[config.mk]
export PLATFORM = sky130hd
export DESIGN_NAME = rc_low_pass_filter
export DESIGN_NICKNAME = d
export VERILOG_FILES = /design/src/rtl/rclpf_pkg.sv /design/src/rtl/rc_low_pass_filter.sv /design/src/rtl/rclpf_ctrl.sv /design/src/rtl/rclpf_dp.sv
export SDC_FILE = /design/constraint.sdc
export NUM_CORES = 2
export LEC_CHECK = 0
export BUFFER_PORTS_ARGS = -buffer_cell sky130_fd_sc_hd__buf_2
export CAP_MARGIN = 20
export CELL_PAD_IN_SITES_DETAIL_PLACEMENT = 0
export CELL_PAD_IN_SITES_GLOBAL_PLACEMENT = 2
export CORE_ASPECT_RATIO = 2
export CORE_MARGIN = 5
export CORE_UTILIZATION = 42
export DETAILED_ROUTE_END_ITERATION = 16
export PLACE_DENSITY_LB_ADDON = 0.1
export SKIP_LAST_GASP = 1
export SLEW_MARGIN = 20
export SYNTH_ARGS = -nofsm -noshare
export SYNTH_HDL_FRONTEND = slang
export SYNTH_SLANG_ARGS = --single-unit
[constraint.sdc]
create_clock -name clk -period 7.42 [get_ports clk]
set_input_delay 1.113 -clock clk [delete_from_list [all_inputs] [get_ports clk]]
set_output_delay 1.113 -clock clk [all_outputs]
set_load 0.1 [all_outputs]
[src/rtl/rclpf_pkg.sv]
// shared types and constants for the rc low-pass filter
`default_nettype none

package rclpf_pkg;

  localparam int CUT_W   = 24;
  localparam int ALPHA_W = 17;
  localparam int DT_W    = 20;
  localparam int REQ_W   = 2;
  localparam int X_W     = DT_W + CUT_W;
  localparam int D_W     = X_W + 1;
  localparam int REM_W   = D_W + 1;
  localparam int CFG_W   = 1;
  localparam int CNT_W   = 5;

  localparam int DIV_STEPS = ALPHA_W - 1;
  localparam int MUL_STEPS = ALPHA_W;

  localparam logic [ALPHA_W-1:0] ALPHA_ONE = 17'd65536;
  localparam logic [D_W-1:0]     RC_SCALE  = 45'd256000000;

  localparam logic [REQ_W-1:0] REQ_TIMED = 2'd0;
  localparam logic [REQ_W-1:0] REQ_PLAIN = 2'd1;
  localparam logic [REQ_W-1:0] REQ_LOAD  = 2'd2;

  localparam logic [CFG_W-1:0] CFG_CUTOFF = 1'd0;
  localparam logic [CFG_W-1:0] CFG_PRESET = 1'd1;

  typedef enum logic [3:0] {
    ST_IDLE,
    ST_MULX,
    ST_ADDD,
    ST_DIV,
    ST_DIFF,
    ST_NEG,
    ST_MUL,
    ST_FIN,
    ST_WRITE
  } state_t;

  typedef struct packed {
    state_t st;
    logic   accept;
  } ctrl_t;

endpackage

`default_nettype wire

[src/rtl/rc_low_pass_filter.sv]
// top level of the first-order rc low-pass filter
`default_nettype none

// First-order RC low-pass filter on signed samples. One result beat per input
// beat. All arithmetic but the interval times cutoff product runs through one
// shared add/subtract unit under a small sequencer, so the block takes one item
// at a time: a timed sample goes through the multiply, a 16-step restoring
// divide for alpha and a 17-step shift-add multiply for the update; a plain
// sample skips the multiply and the divide; a bypassed timed sample, an output
// load or an unused request code goes straight to the write state. A finished
// result sits in the output register while the next beat is accepted.
// Configuration writes take effect at once and must only be made while the block is idle.

module rc_low_pass_filter #(
  parameter int SAMPLE_WIDTH = 24
) (
  input  wire logic                                clk,
  input  wire logic                                rst_n,
  input  wire logic                                cfg_wr_en,
  input  wire logic [rclpf_pkg::CFG_W-1:0]         cfg_index,
  input  wire logic [rclpf_pkg::CUT_W-1:0]         cfg_wdata,
  input  wire logic                                in_valid,
  output logic                                     in_ready,
  input  wire logic [rclpf_pkg::REQ_W-1:0]         in_req_type,
  input  wire logic signed [SAMPLE_WIDTH-1:0]      in_sample,
  input  wire logic [rclpf_pkg::DT_W-1:0]          in_dt_us,
  output logic                                     out_valid,
  input  wire logic                                out_ready,
  output logic signed [SAMPLE_WIDTH-1:0]           out_filtered,
  output logic [rclpf_pkg::ALPHA_W-1:0]            out_alpha_used
);

  rclpf_pkg::ctrl_t                   ctrl;
  logic                               bypass;
  logic                               out_free;
  logic                               out_load;
  logic signed [SAMPLE_WIDTH-1:0]     filtered;
  logic [rclpf_pkg::ALPHA_W-1:0]      alpha_used;
  logic                               out_valid_r;
  logic signed [SAMPLE_WIDTH-1:0]     out_filtered_r;
  logic [rclpf_pkg::ALPHA_W-1:0]      out_alpha_r;

  assign out_free = !out_valid_r || out_ready;

  rclpf_ctrl u_ctrl (
    .clk         (clk),
    .rst_n       (rst_n),
    .in_valid    (in_valid),
    .in_req_type (in_req_type),
    .bypass      (bypass),
    .out_free    (out_free),
    .in_ready    (in_ready),
    .out_load    (out_load),
    .ctrl        (ctrl)
  );

  rclpf_dp #(
    .SAMPLE_WIDTH (SAMPLE_WIDTH)
  ) u_dp (
    .clk         (clk),
    .rst_n       (rst_n),
    .cfg_wr_en   (cfg_wr_en),
    .cfg_index   (cfg_index),
    .cfg_wdata   (cfg_wdata),
    .in_req_type (in_req_type),
    .in_sample   (in_sample),
    .in_dt_us    (in_dt_us),
    .ctrl        (ctrl),
    .bypass      (bypass),
    .filtered    (filtered),
    .alpha_used  (alpha_used)
  );

  // output register
  always_ff @(posedge clk) begin
    if (!rst_n) begin
      out_valid_r <= 1'b0;
    end else if (out_load) begin
      out_valid_r <= 1'b1;
    end else if (out_ready) begin
      out_valid_r <= 1'b0;
    end
  end

  always_ff @(posedge clk) begin
    if (out_load) begin
      out_filtered_r <= filtered;
      out_alpha_r    <= alpha_used;
    end
  end

  assign out_valid      = out_valid_r;
  assign out_filtered   = out_filtered_r;
  assign out_alpha_used = out_alpha_r;

endmodule

`default_nettype wire

[src/rtl/rclpf_ctrl.sv]
// sequencer for the shared add/subtract unit
`default_nettype none

module rclpf_ctrl (
  input  wire logic                          clk,
  input  wire logic                          rst_n,
  input  wire logic                          in_valid,
  input  wire logic [rclpf_pkg::REQ_W-1:0]   in_req_type,
  input  wire logic                          bypass,
  input  wire logic                          out_free,
  output logic                               in_ready,
  output logic                               out_load,
  output rclpf_pkg::ctrl_t                   ctrl
);

  rclpf_pkg::state_t               st_r, st_nxt;
  logic [rclpf_pkg::CNT_W-1:0]     cnt_r, cnt_nxt;
  logic                            accept;

  assign accept = in_valid && in_ready;

  always_ff @(posedge clk) begin
    if (!rst_n) begin
      st_r  <= rclpf_pkg::ST_IDLE;
      cnt_r <= '0;
    end else begin
      st_r  <= st_nxt;
      cnt_r <= cnt_nxt;
    end
  end

  always_comb begin
    st_nxt  = st_r;
    cnt_nxt = '0;
    case (st_r)
      rclpf_pkg::ST_IDLE: begin
        if (accept) begin
          case (in_req_type)
            rclpf_pkg::REQ_TIMED: st_nxt = bypass ? rclpf_pkg::ST_WRITE : rclpf_pkg::ST_MULX;
            rclpf_pkg::REQ_PLAIN: st_nxt = rclpf_pkg::ST_DIFF;
            default:              st_nxt = rclpf_pkg::ST_WRITE;
          endcase
        end
      end
      rclpf_pkg::ST_MULX: st_nxt = rclpf_pkg::ST_ADDD;
      rclpf_pkg::ST_ADDD: st_nxt = rclpf_pkg::ST_DIV;
      rclpf_pkg::ST_DIV: begin
        if (cnt_r == rclpf_pkg::CNT_W'(rclpf_pkg::DIV_STEPS - 1)) begin
          st_nxt = rclpf_pkg::ST_DIFF;
        end else begin
          cnt_nxt = cnt_r + 1'b1;
        end
      end
      rclpf_pkg::ST_DIFF: st_nxt = rclpf_pkg::ST_NEG;
      rclpf_pkg::ST_NEG:  st_nxt = rclpf_pkg::ST_MUL;
      rclpf_pkg::ST_MUL: begin
        if (cnt_r == rclpf_pkg::CNT_W'(rclpf_pkg::MUL_STEPS - 1)) begin
          st_nxt = rclpf_pkg::ST_FIN;
        end else begin
          cnt_nxt = cnt_r + 1'b1;
        end
      end
      rclpf_pkg::ST_FIN: st_nxt = rclpf_pkg::ST_WRITE;
      rclpf_pkg::ST_WRITE: begin
        if (out_free) begin
          st_nxt = rclpf_pkg::ST_IDLE;
        end
      end
      default: st_nxt = rclpf_pkg::ST_IDLE;
    endcase
  end

  always_comb begin
    in_ready    = (st_r == rclpf_pkg::ST_IDLE);
    out_load    = (st_r == rclpf_pkg::ST_WRITE) && out_free;
    ctrl.st     = st_r;
    ctrl.accept = (st_r == rclpf_pkg::ST_IDLE) && in_valid;
  end

endmodule

`default_nettype wire

[src/rtl/rclpf_dp.sv]
// filter state, configuration registers and the shared add/subtract unit
`default_nettype none

module rclpf_dp #(
  parameter int SAMPLE_WIDTH = 24
) (
  input  wire logic                                 clk,
  input  wire logic                                 rst_n,
  input  wire logic                                 cfg_wr_en,
  input  wire logic [rclpf_pkg::CFG_W-1:0]          cfg_index,
  input  wire logic [rclpf_pkg::CUT_W-1:0]          cfg_wdata,
  input  wire logic [rclpf_pkg::REQ_W-1:0]          in_req_type,
  input  wire logic signed [SAMPLE_WIDTH-1:0]       in_sample,
  input  wire logic [rclpf_pkg::DT_W-1:0]           in_dt_us,
  input  wire rclpf_pkg::ctrl_t                     ctrl,
  output logic                                      bypass,
  output logic signed [SAMPLE_WIDTH-1:0]            filtered,
  output logic [rclpf_pkg::ALPHA_W-1:0]             alpha_used
);

  localparam int DW = SAMPLE_WIDTH + 1;
  localparam int PW = DW + rclpf_pkg::ALPHA_W;
  localparam int UW = (PW > rclpf_pkg::REM_W) ? PW : rclpf_pkg::REM_W;
  localparam int AW = rclpf_pkg::ALPHA_W;

  logic [rclpf_pkg::CUT_W-1:0]       cutoff_r;
  logic [AW-1:0]                     preset_r;
  logic [rclpf_pkg::REQ_W-1:0]       req_r;
  logic signed [SAMPLE_WIDTH-1:0]    s_r;
  logic [rclpf_pkg::DT_W-1:0]        dt_r;
  logic signed [SAMPLE_WIDTH-1:0]    o_r;
  logic [AW-1:0]                     acur_r;
  logic                              flag_r;
  logic [AW-1:0]                     used_r;
  logic [rclpf_pkg::X_W-1:0]         x_r;
  logic [rclpf_pkg::D_W-1:0]         den_r;
  logic [rclpf_pkg::D_W-1:0]         rem_r;
  logic [AW-2:0]                     q_r;
  logic signed [DW-1:0]              d_r;
  logic                              neg_r;
  logic [DW-1:0]                     mag_r;
  logic [AW-1:0]                     mq_r;
  logic [UW-1:0]                     acc_r;

  logic [UW-1:0]                     op_a, op_b;
  logic                              op_sub;
  logic [UW:0]                       res;
  logic                              ge;
  logic [AW-1:0]                     plain_alpha;
  logic [DW-1:0]                     step;

  // shared adder
  always_comb begin
    op_a   = '0;
    op_b   = '0;
    op_sub = 1'b0;
    case (ctrl.st)
      rclpf_pkg::ST_ADDD: begin
        op_a = UW'(x_r);
        op_b = UW'(rclpf_pkg::RC_SCALE);
      end
      rclpf_pkg::ST_DIV: begin
        op_a   = UW'({rem_r, 1'b0});
        op_b   = UW'(den_r);
        op_sub = 1'b1;
      end
      rclpf_pkg::ST_DIFF: begin
        op_a   = UW'(s_r);
        op_b   = UW'(o_r);
        op_sub = 1'b1;
      end
      rclpf_pkg::ST_NEG: begin
        op_b   = UW'(d_r);
        op_sub = 1'b1;
      end
      rclpf_pkg::ST_MUL: begin
        op_a = {acc_r[UW-2:0], 1'b0};
        op_b = mq_r[AW-1] ? UW'(mag_r) : '0;
      end
      rclpf_pkg::ST_FIN: begin
        op_a   = UW'(o_r);
        op_b   = UW'(step);
        op_sub = neg_r;
      end
      default: begin
        op_a = '0;
      end
    endcase
    res = {1'b0, op_a} + {1'b0, (op_sub ? ~op_b : op_b)} + (UW+1)'(op_sub);
  end

  assign ge     = res[UW];
  assign step   = acc_r[(AW-1) +: DW];
  assign bypass = (cutoff_r == '0) || (in_dt_us == '0);

  always_comb begin
    plain_alpha = flag_r ? acur_r : preset_r;
    if (plain_alpha > rclpf_pkg::ALPHA_ONE) begin
      plain_alpha = rclpf_pkg::ALPHA_ONE;
    end
  end

  always_ff @(posedge clk) begin
    if (!rst_n) begin
      cutoff_r <= '0;
      preset_r <= rclpf_pkg::ALPHA_ONE;
    end else if (cfg_wr_en) begin
      case (cfg_index)
        rclpf_pkg::CFG_CUTOFF: cutoff_r <= cfg_wdata;
        rclpf_pkg::CFG_PRESET: preset_r <= cfg_wdata[AW-1:0];
        default: ;
      endcase
    end
  end

  // filter state
  always_ff @(posedge clk) begin
    if (!rst_n) begin
      o_r    <= '0;
      acur_r <= rclpf_pkg::ALPHA_ONE;
      flag_r <= 1'b0;
    end else begin
      case (ctrl.st)
        rclpf_pkg::ST_IDLE: begin
          if (ctrl.accept) begin
            if ((in_req_type == rclpf_pkg::REQ_TIMED && bypass) ||
                in_req_type == rclpf_pkg::REQ_LOAD) begin
              o_r <= in_sample;
            end
          end
        end
        rclpf_pkg::ST_DIFF: begin
          if (req_r == rclpf_pkg::REQ_TIMED) begin
            acur_r <= AW'(q_r);
            flag_r <= 1'b1;
          end
        end
        rclpf_pkg::ST_FIN: o_r <= res[SAMPLE_WIDTH-1:0];
        default: ;
      endcase
    end
  end

  // working registers
  always_ff @(posedge clk) begin
    case (ctrl.st)
      rclpf_pkg::ST_IDLE: begin
        if (ctrl.accept) begin
          req_r <= in_req_type;
          s_r   <= in_sample;
          dt_r  <= in_dt_us;
          case (in_req_type)
            rclpf_pkg::REQ_TIMED: used_r <= rclpf_pkg::ALPHA_ONE;
            rclpf_pkg::REQ_PLAIN: used_r <= plain_alpha;
            default:              used_r <= '0;
          endcase
        end
      end
      rclpf_pkg::ST_MULX: x_r <= dt_r * cutoff_r;
      rclpf_pkg::ST_ADDD: begin
        den_r <= res[rclpf_pkg::D_W-1:0];
        rem_r <= rclpf_pkg::D_W'(x_r);
        q_r   <= '0;
      end
      rclpf_pkg::ST_DIV: begin
        rem_r <= ge ? res[rclpf_pkg::D_W-1:0] : {rem_r[rclpf_pkg::D_W-2:0], 1'b0};
        q_r   <= {q_r[AW-3:0], ge};
      end
      rclpf_pkg::ST_DIFF: begin
        d_r <= res[DW-1:0];
        if (req_r == rclpf_pkg::REQ_TIMED) begin
          used_r <= AW'(q_r);
        end
      end
      rclpf_pkg::ST_NEG: begin
        neg_r <= d_r[DW-1];
        mag_r <= d_r[DW-1] ? res[DW-1:0] : d_r;
        mq_r  <= used_r;
        acc_r <= '0;
      end
      rclpf_pkg::ST_MUL: begin
        acc_r <= res[UW-1:0];
        mq_r  <= {mq_r[AW-2:0], 1'b0};
      end
      default: ;
    endcase
  end

  assign filtered   = o_r;
  assign alpha_used = used_r;

endmodule

`default_nettype wire

# After elaboration in Yosys (flattened, before gate mapping)
# Cells that the tools add are included.
# word_totals
reg_bits	460
inputBits	76
out_inout_bits	43
wordCells	106
# op_classes
addsub	3
multipliers	1
n_lt_le_gt_ge	1
eq_ne	18
mux	32
n_bitwise	2
reduce_logical	25
# op_table
op	n
46-bit one-hot mux with 6 select lines	1
46-bit one-hot mux with 5 select lines	1
45-bit one-hot mux with 2 select lines	2
17-bit one-hot mux with 2 select lines	3
24-bit two-way mux	3
17-bit two-way mux	4
24-bit one-hot mux with 2 select lines	1
46-bit by 46-bit adder with 47-bit output	1
47-bit by 1-bit adder with 47-bit output	1
46-bit two-way mux	1
46-bit NOT	1
45-bit two-way mux	1
20-bit by 24-bit multiplier with 44-bit output	1
4-bit one-hot mux with 9 select lines	1
16-bit one-hot mux with 2 select lines	1
25-bit two-way mux	1
24-bit zero test	1
20-bit zero test	1
4-bit two-way mux	5
17-bit > comparator, second input constant	1
4-bit by 3-bit == test with 1-bit output, second input constant	4
2-bit by 1-bit inequality test with 1-bit output, second input constant	6
5-bit two-way mux	2
5-bit one-hot mux with 2 select lines	1
other kinds (22)	37

# Depth between registers and ports, before layout
# logic_depth
word_depth	8
ltp_mapped	27
mapped_depth_nobuf	26

# Cells and area by module
# A second synthesis with hierarchy kept.
# unflattened
cells_unflattened	3791
hier_area_um2	37867.6
# by_module_without_submodules
module	n_inst	cells_per_inst	area_each_um2	seq_area_each_um2
rclpf_dp	1	3684	36002.0	11451.0
rc_low_pass_filter	1	45	1280.0	1251.2
rclpf_ctrl	1	62	585.6	180.2

# Worst setup path after synthesis
# OpenSTA, ideal clock, no wires.
# synth_timing
path_kind	register -> register
startpoint	register u_dp.dt_r[2] (netlist bit)
endpoint	register u_dp.x_r[41] (netlist bit), data pin
setup_ps	258
t_arrival_ps	6601
required_ps	7162
path_slack_ps	561
path_stages_with_launch	27
n_path_buf	1
synth_period_minus_slack_ps	6859
cell_sequence	edfxtp_1 > clkbuf_1 > and2_1 > fa_1 > fa_1 > inv_1 > fa_1 > inv_1 > fa_1 > inv_1 > fa_1 > inv_1 > fa_1 > inv_1 > fa_1 > inv_1 > ha_1 > a21oi_1 > o21ai_0 > a311oi_1 > o21ai_0 > o21a_1 > o41ai_4 > o2111ai_1 > a31o_1 > a21oi_1 > xnor2_1
# synth_via
elab_chain_cells	1
# synth_lines
item	line_no	text
start: declaration	rclpf_dp.sv:30	logic [rclpf_pkg::DT_W-1:0] dt_r;
start signal: assignment	rclpf_dp.sv:151	dt_r <= in_dt_us;
20-bit by 24-bit multiplier with 44-bit output	rclpf_dp.sv:159	rclpf_pkg::ST_MULX: x_r <= dt_r * cutoff_r;
end signal: assignment	rclpf_dp.sv:159	
end: declaration	rclpf_dp.sv:35	logic [rclpf_pkg::X_W-1:0] x_r;
# No other way between the ends.
# A chain may end at the register's enable or synchronous reset.

# Worst setup path in the final report
# layout_timing
startpoint	register u_dp.dt_r[4] (netlist bit)
endpoint	register u_dp.x_r[33] (netlist bit), data pin
# The elaborated chain is that of the path after synthesis.

==> impl_metrics.tcl <==
set metrics [dict create \
    status "completed" \
    ys_seq_area_share_pct 34.3 \
    post-dp-hpwl_mm 94.2 \
    row_count 155 \
    cp_max_fo 7 \
    leakagePower_nw 18.5 \
    slowest_stage "fa_1" \
    start_kind "flip-flop" \
    io_buffers 118 \
    syn_area_um2 37600 \
    multiInputGateArea_um2 22200 \
    ant_nets 0 \
    io_pins 119 \
    yosys.area.top_type "edfxtp_1" \
    die-area_um2 95900 \
    core_um2 89000 \
    synth_warnings 0 \
    max_clock_freq_ghz 0.139 \
    gp_congestion 0.904 \
    die_h_um 433 \
    worst_pin_slew_ps 1060 \
    dr_wl_met2_mm 67.7 \
    vias 27389 \
    cts_buffers 45 \
    endpoint_kind "flip-flop" \
    clk_pin_slew_ps 60 \
    ys_top_cells_by_count "nand2_1, inv_1, fa_1" \
    routed_wl_mm 120 \
    clock_path_buffers 3 \
    syn_to_final_growth_pct 11.5 \
    vdd_drop_max_mv 0.167 \
    p_comb_share_pct 46.1 \
    maxSlewHeadroom_pct 29.1 \
    max_cap_violations 0 \
    syn-num-nets 4384 \
    synth_seq_cells 460 \
    fillerInstances 8462 \
    cts_sinks 460 \
    switching_power_w 0.00480 \
    first_pass_iters 5 \
    drt_iter0_drc 1514 \
    initial_core_util_pct 42.2 \
    setup_viol 0 \
    layout.nets 4500 \
    h-tree-depth 2 \
    synth_most_common_cell "nand2_1" \
    synth_edf_count 367 \
    grt_antenna_before_repair 0 \
    fin_cells 5044 \
    die_x_um 221 \
    synthCells 3712 \
    syn_area_per_cell_um2 10.1 \
    wl_met3_mm 3.09 \
    seq_area_um2 12900 \
    crit_required_ps 7740 \
    period_share_pct 97.1 \
    hp-class "reg2reg" \
    avgRoutedWirePerCell_um 23.7 \
    grt_pass1_vias 30081 \
    p_per_area_nw_per_um2 275 \
    synth_ff_type "edfxtp_1" \
    wl_met1_mm 41.1 \
    clk_latency_ps 620 \
    min_period_ps 7200 \
    cts-root-buf "clkbuf_16" \
    clock_skew_ps 42.9 \
    via_per_inst 5.43 \
    final_layout_size_suffix_gt1_share_pct 11.3 \
    top_layer "met4" \
    finalInstanceArea_um2 41900 \
    grt_max_degree 93 \
    p_int_w 0.00673 \
    p_total_w 0.0115 \
    setup_tns_ps 0 \
    switching_share_pct 41.6 \
    synth_area_leaders "edfxtp_1, fa_1, ha_1" \
    synth_top_area_share_pct 29.3 \
    seqPwrFrac_pct 32.5 \
    clkPwrFrac_pct 21.3 \
    synth_cell_type_count 87 \
    dp_cells 4937 \
    slew_viol_final 0 \
    finalHoldViolations 0 \
    crit_path_frequent_cell "fa_1" \
    grt_pass1_wl_mm 183 \
    placed_area_um2 40000 \
    crit_type "reg2reg" \
    cp.arrival_ps 7530 \
    critical-path-max-stage-delay_ps 530 \
    drc 0 \
    cts_tree "yes" \
    async_flop_share_pct 0 \
    grtUsageTotal_pct 24.8 \
    grt_overflow_total 0 \
]
## layout make-up
cell class	count	share of cell area, %
Clock inverter	29	0.783
Antenna cell	2	0.0119
Inverter	473	4.24
Tap cell	1177	3.52
Sequential cell	460	30.8
Timing Repair Buffer	278	4.65
Multi-Input combinational cell	2570	53.1
Clock buffer	55	2.93
## layout by cell type, fill, tap and decap left out, types with 92 or more instances in the layout
| master | synthesis | routed |
|---|---|---|
| ha_1 | 203 | 198 |
| fa_1 | 393 | 391 |
| nand2_1 | 601 | 600 |
| buf_2 | 5 | 118 |
| a21oi_1 | 111 | 109 |
| buf_4 | 1 | 146 |
| dfxtp_1 | 93 | 92 |
| edfxtp_1 | 367 | 367 |
| and2_1 | 313 | 307 |
| inv_1 | 472 | 470 |
| a22oi_1 | 131 | 131 |
## critical path: cells and delay by family (launching register included)
family	cells	cell delay, ps
compound gates	8	1850
xor+xnor	1	80
fa+ha+maj	8	3340
buf+inv	8	900
flops	1	500
simple gates	2	250
## final timing paths
check,slack (ps),to,startpoint,cells past startpoint
setup / recovery,220,u_dp.x_r[33]$_DFFE_PP_,u_dp.dt_r[4]$_DFFE_PP_,27
hold reg to reg,450,u_dp.acur_r[16]$_SDFFE_PN1P_,u_dp.acur_r[16]$_SDFFE_PN1P_,2
setup reg to reg,220,u_dp.x_r[33]$_DFFE_PP_,u_dp.dt_r[4]$_DFFE_PP_,27
hold / removal,450,u_dp.acur_r[16]$_SDFFE_PN1P_,u_dp.acur_r[16]$_SDFFE_PN1P_,2
## kinds of logic after synthesis
family,count (synthesis),synth area share [%]
adder cells (fa/ha/maj),596,27.7
XOR/XNOR,110,2.58
AND/OR/NAND/NOR,1195,15.4
AO/OA/AOI/OAI,587,10.8
multiplexers,82,2.26
buffers and inverters,682,7.00
flip-flops,460,34.3
## repair_timing
item / CTS / global route
resized for setup: 0 / 28
hold buffers: 0 / 0
cloned: 0 / 1
setup endpoints to repair: 1 / 15
buffers inserted: 1 / 19
pin swaps: 0 / 13
## power by group through the flow
| stage | registers, W | logic [W] | clock network, W |
|---|---|---|---|
| after floorplan | 0.00382 | 0.00339 | 0 |
| after global placement | 0.00381 | 0.00518 | 0 |
| after detailed placement | 0.00382 | 0.00523 | 0 |
| after CTS | 0.00377 | 0.00528 | 0.00253 |
| after global routing | 0.00378 | 0.00588 | 0.00261 |
| final | 0.00375 | 0.00532 | 0.00246 |
## registers in the layout, indices dropped and copies added (netlist names), 20 cells and up
signal / count
out_filtered: 24
u_dp.acc_r: 45
u_dp.cutoff_r: 24
u_dp.d_r: 25
u_dp.den_r: 45
u_dp.dt_r: 20
u_dp.filtered: 24
u_dp.mag_r: 25
u_dp.rem_r: 45
u_dp.s_r: 24
u_dp.x_r: 44
## per-layer routing
metal	up-vias	GRT usage [%]
met5	-	0
met4	0	13.0
met3	276	1.99
met2	644	49.8
met1	13965	25.0
li1	12504	-
## stage by stage
step | hold WS (ps) | util [%] | worst slack, ps
2_1_floorplan | 418 | - | 561
5_1_grt | 467 | 47.1 | -46.3
4_1_cts | 451 | 46.7 | 0.927
3_3_place_gp | 434 | 45.0 | -28.7
6_report | 448 | 47.1 | 219
3_5_place_dp | 437 | 45.0 | 27.0
Power figures use the tool's default switching activity.
